--- src/rtl/crxfb_pkg.sv ---
package crxfb_pkg;

  localparam int BUSES        = 4;
  localparam int PER_ID_DEPTH = 16;
  localparam int ID_SLOTS     = 16;
  localparam int ENT          = 64;
  localparam int MAX_BYTES    = 64;
  localparam int WORDS        = 8;

  localparam int BUS_W  = 2;
  localparam int ID_W   = 29;
  localparam int LEN_W  = 7;
  localparam int DATA_W = 64;
  localparam int CNT_W  = 5;
  localparam int CFG_IDX_W  = 2;
  localparam int CFG_DATA_W = 5;
  localparam int WORD_W = $clog2(WORDS);
  localparam int ENT_W  = $clog2(ENT);
  localparam int SLOT_W = (ID_SLOTS > 1) ? $clog2(ID_SLOTS) : 1;
  localparam int BUS_N  = 1 << BUS_W;

  localparam int ASM_DEPTH  = 1 << (BUS_W + WORD_W);
  localparam int HDR_DEPTH  = 1 << (BUS_W + ENT_W);
  localparam int PAY_DEPTH  = 1 << (BUS_W + ENT_W + WORD_W);
  localparam int SLOT_DEPTH = 1 << (BUS_W + SLOT_W);

  localparam logic [1:0] KIND_RX     = 2'd0;
  localparam logic [1:0] KIND_RD_ID  = 2'd1;
  localparam logic [1:0] KIND_RD_BUS = 2'd2;

  localparam logic [CFG_IDX_W-1:0] CFG_PER_ID_LIMIT = CFG_IDX_W'(0);
  localparam logic [CFG_IDX_W-1:0] CFG_BUS_ENABLE   = CFG_IDX_W'(1);

  typedef enum logic [1:0] {
    OP_BEAT,
    OP_READ_ID,
    OP_READ_BUS,
    OP_OFFLINE
  } op_e;

  typedef enum logic [1:0] {
    STAT_OK      = 2'd0,
    STAT_EMPTY   = 2'd1,
    STAT_OFFLINE = 2'd2
  } stat_e;

  typedef enum logic [4:0] {
    ST_IDLE, ST_DISP, ST_BEAT, ST_SL_RD, ST_SL_CMP, ST_SL_NEW, ST_CHK,
    ST_EP_RD, ST_EP_GET, ST_CP_RD, ST_CP_WR, ST_CM_FIN, ST_CM_END,
    ST_RD_PERM, ST_RD_HDR, ST_RD_CMP, ST_OUT_RD, ST_OUT_LD,
    ST_SH_RD, ST_SH_WR, ST_DS_RD, ST_DS_CMP, ST_STAT
  } state_e;

  typedef struct packed {
    op_e                op;
    logic [BUS_W-1:0]   bus;
    logic [ID_W-1:0]    id;
    logic [LEN_W-1:0]   len;
    logic [DATA_W-1:0]  data;
    logic               last;
  } cmd_t;

  typedef struct packed {
    logic [ID_W-1:0]  id;
    logic [LEN_W-1:0] len;
  } hdr_t;

  typedef struct packed {
    logic [ID_W-1:0]  id;
    logic [CNT_W-1:0] cnt;
  } slot_t;

  // Zero every byte of word w that lies at or beyond len.
  function automatic logic [DATA_W-1:0] mask_word(logic [DATA_W-1:0] d,
                                                  logic [LEN_W-1:0] len,
                                                  logic [WORD_W-1:0] w);
    logic [DATA_W-1:0] r;
    logic [LEN_W-1:0]  pos;
    r = d;
    for (int j = 0; j < 8; j++) begin
      pos = LEN_W'({w, 3'(j)});
      if (pos >= len) r[j*8 +: 8] = 8'h00;
    end
    return r;
  endfunction

endpackage

--- src/rtl/crxfb_queue.sv ---
module crxfb_queue
  import crxfb_pkg::*;
(
  input  logic clk_i,
  input  logic rst_ni,
  input  logic push_i,
  input  cmd_t cmd_i,
  output logic full_o,
  output logic valid_o,
  input  logic pop_i,
  output cmd_t cmd_o
);

  cmd_t       buf_q [2];
  logic       wr_q, rd_q;
  logic [1:0] cnt_q;

  always_ff @(posedge clk_i or negedge rst_ni) begin
    if (!rst_ni) begin
      wr_q  <= 1'b0;
      rd_q  <= 1'b0;
      cnt_q <= 2'd0;
    end else begin
      if (push_i) wr_q <= ~wr_q;
      if (pop_i)  rd_q <= ~rd_q;
      cnt_q <= cnt_q + 2'(push_i) - 2'(pop_i);
    end
  end

  always_ff @(posedge clk_i) begin
    if (push_i) buf_q[wr_q] <= cmd_i;
  end

  assign full_o  = (cnt_q == 2'd2);
  assign valid_o = (cnt_q != 2'd0);
  assign cmd_o   = buf_q[rd_q];

endmodule

--- config.mk ---
export PLATFORM = sky130hd
export DESIGN_NAME = crxfb_queue
export DESIGN_NICKNAME = d
export VERILOG_FILES = /design/src/rtl/crxfb_pkg.sv /design/src/rtl/crxfb_queue.sv
export SDC_FILE = /design/constraint.sdc
export NUM_CORES = 1
export LEC_CHECK = 0
export ABC_AREA = 1
export BUFFER_PORTS_ARGS = -buffer_cell sky130_fd_sc_hd__clkbuf_2
export CAP_MARGIN = 5
export CORE_AREA = 8 8 174 176
export CTS_BUF_LIST = sky130_fd_sc_hd__clkbuf_4 sky130_fd_sc_hd__clkbuf_8
export DETAILED_ROUTE_END_ITERATION = 10
export DIE_AREA = 0 0 182 184
export PLACE_DENSITY_LB_ADDON = 0.25
export SYNTH_ARGS = -nofsm -noshare
export SYNTH_HDL_FRONTEND = slang
export SYNTH_SLANG_ARGS = --single-unit
--- constraint.sdc ---
create_clock -name clk_i -period 6.15 [get_ports clk_i]
set_input_delay 0.9225 -clock clk_i [delete_from_list [all_inputs] [get_ports clk_i]]
set_output_delay 0.9225 -clock clk_i [all_outputs]
set_load 0.005 [all_outputs]
==> impl_metrics.json <==
{
  "fin_tns_setup_ns": 0,
  "dp_hpwl_um": 11260,
  "postCtsHoldBufs": 0,
  "die_height_um": 184,
  "dp_cells": 1115,
  "coreArea_um2": 27480,
  "track_usage_pct": 9.975,
  "vias": 4834,
  "first_iter_violations": 215,
  "clock-root-buffer": "clkbuf_8",
  "period_minus_slack_ns": 3.320,
  "netlist_area_um2": 8071,
  "leakagePower_nw": 4.374,
  "area_growth_pct": 26.32,
  "max-vdd-ir-drop_mv": 0.2091,
  "clkSinkCount": 214,
  "drive_gt1_share_pct": 35.12,
  "grt_pass1_vias": 4903,
  "cp_max_fo": 111,
  "hold_ws_ns": 0.2207,
  "htree_levels": 2,
  "grt_max_degree": 112,
  "clkLatencyLatePin_ns": 0.50,
  "layout_commonest_cell": "clkbuf_2",
  "final_cell_mix": "clkbuf_2 (215), edfxtp_1 (210), nand2_1 (112), inv_1 (111), o21ai_0 (95)",
  "stdcell_count": 1187,
  "gp_congestion": 0.6824,
  "start_util_pct": 29.38,
  "drt-total-wl_um": 17130,
  "avgSynthCellArea_um2": 14.09,
  "post-route-period-util_pct": 53.98,
  "outcome": "complete, no violations",
  "overflow": 0,
  "post_cts_buffers": 0,
  "drv_slew": 0,
  "drtPass1Iterations": 4,
  "via_per_inst": 4.072,
  "cp_data_required_time_ns": 5.23,
  "worstMarginPinSlew_ns": 1.036,
  "min_path_type": "in2async",
  "drc": 0,
  "portBuffers": 215,
  "synth_cell_types": 16,
  "rsz0062_at_grt": "no",
  "crit_type": "reg2out",
  "postRouteAntennaNets": 0,
  "end_kind": "output port",
  "die_area_um2": 33490,
  "antenna_found_initial": 0,
  "hold_viol": 0,
  "clock_skew_ns": 0.01304,
  "ys_ff_latch": 214,
  "ff2ff_path_depth": 3,
  "start_kind": "flip-flop",
  "io_pins": 216,
  "clk_path_buf_depth": 3,
  "grt_pass1_wl_um": 26340,
  "yosysWarnings": 0,
  "nets": 921,
  "rows": 61,
  "path_clk_slew_ns": 0.06,
  "cap_violations": 0,
  "synth_seq_area_share_pct": 79.37,
  "syn_nets": 684,
  "max_stage_delay_ns": 1.00,
  "setup_viol": 0,
  "tritoncts": "yes",
  "relSlewSlack_pct": 30.90,
  "cts_resized": 0,
  "numCtsBuffers": 39,
  "max_freq_mhz": 301.2,
  "path_cells": "buf_12 -> nand2_1 -> o21ai_0 -> clkbuf_2",
  "cp.arrival_ns": 2.40,
  "wire_per_inst_um": 14.43,
  "syn_inst": 573,
  "p_per_area_nw_per_um2": 439.3,
  "fill_cells": 2695,
  "cp_slowest_cell": "dfrtp_4",
  "die_w_um": 182
}
[logic make-up after synthesis]
kind of cell / Yosys count / synth area share [%]
flip-flops: 214 / 79.37
buffers and inverters: 135 / 7.766
AND/OR/NAND/NOR: 115 / 5.363
AO/OA/AOI/OAI: 105 / 6.976
XOR/XNOR: 2 / 0.2171
adder cells (fa/ha/maj): 2 / 0.3100
[cells in the mapped netlist]
library cell | number | area, µm²
nor2_1 | 2 | 7.510
ha_1 | 2 | 25.02
inv_1 | 112 | 420.4
clkbuf_4 | 1 | 7.510
nand3_1 | 1 | 5.000
clkbuf_1 | 2 | 7.510
buf_4 | 2 | 15.01
dfrtp_1 | 4 | 100.1
xor2_1 | 2 | 17.52
edfxtp_1 | 210 | 6306
o21ai_2 | 10 | 87.58
nand2_1 | 112 | 420.4
o21ai_0 | 95 | 475.5
clkbuf_8 | 7 | 96.34
buf_6 | 4 | 45.04
buf_2 | 7 | 35.03
[worst paths after layout]
kind | from | to | slack (ns)
worst max-delay path | rd_q$_DFFE_PN0P_ | cmd_o[77] | 2.83
worst min-delay path | rst_ni | wr_q$_DFFE_PN0P_ | 0.22
worst max register to register | wr_q$_DFFE_PN0P_ | buf_q[1][45]$_DFFE_PP_ | 3.94
worst min register to register | wr_q$_DFFE_PN0P_ | wr_q$_DFFE_PN0P_ | 0.56
max in group asynchronous | rst_ni | rd_q$_DFFE_PN0P_ | 5.77
min in group clk_i | wr_q$_DFFE_PN0P_ | wr_q$_DFFE_PN0P_ | 0.56
[power by group]
part | internal [mW] | switching [mW]
clock network | 0.741 | 0.535
registers | 1.94 | 0.153
logic | 0.422 | 0.689
total | 3.10 | 1.38
[critical path: cells and delay by family, from the launching register on]
family | cells | cell delay [ns]
compound gates | 1 | 0.12
buf+inv | 2 | 0.56
flops | 1 | 1.00
simple gates | 1 | 0.09
[flip-flops by register name (all words and copies together), names as in the netlist]
name	flops
buf_q	210
cnt_q	2
rd_q	1
wr_q	1
[routing by layer]
metal | global-route usage (%) | share of wire [%]
met3 | 4.447 | 9.3
met2 | 16.22 | 46
met4 | 4.133 | 2.7
met5 | 0 | 0
met1 | 11.34 | 42
[layout make-up]
class	count	area, µm²	share of cell area [%]
Inverter	112	422.9	4.148
Multi-Input combinational cell	224	1046	10.26
Timing Repair Buffer	219	1119	10.97
Antenna cell	1	2.502	0.02454
Sequential cell	214	6410	62.87
Clock buffer	61	720.7	7.068
Tap cell	346	432.9	4.246
Clock inverter	10	42.54	0.4172
[per-stage QoR]
stage | setup WS (ns) | power (mW) | area [µm²] | utilization (%)
2_1_floorplan | 0.2204 | 2.764 | 8071 | -
3_3_place_gp | 3.215 | 3.282 | 9430 | 34.32
3_5_place_dp | 3.217 | 3.294 | 9430 | 34.32
4_1_cts | 2.654 | 4.610 | 10190 | 37.10
5_1_grt | 2.504 | 4.808 | 10190 | 37.10
6_report | 2.830 | 4.479 | 10200 | 37.11
(Power assumes the default switching activity.)
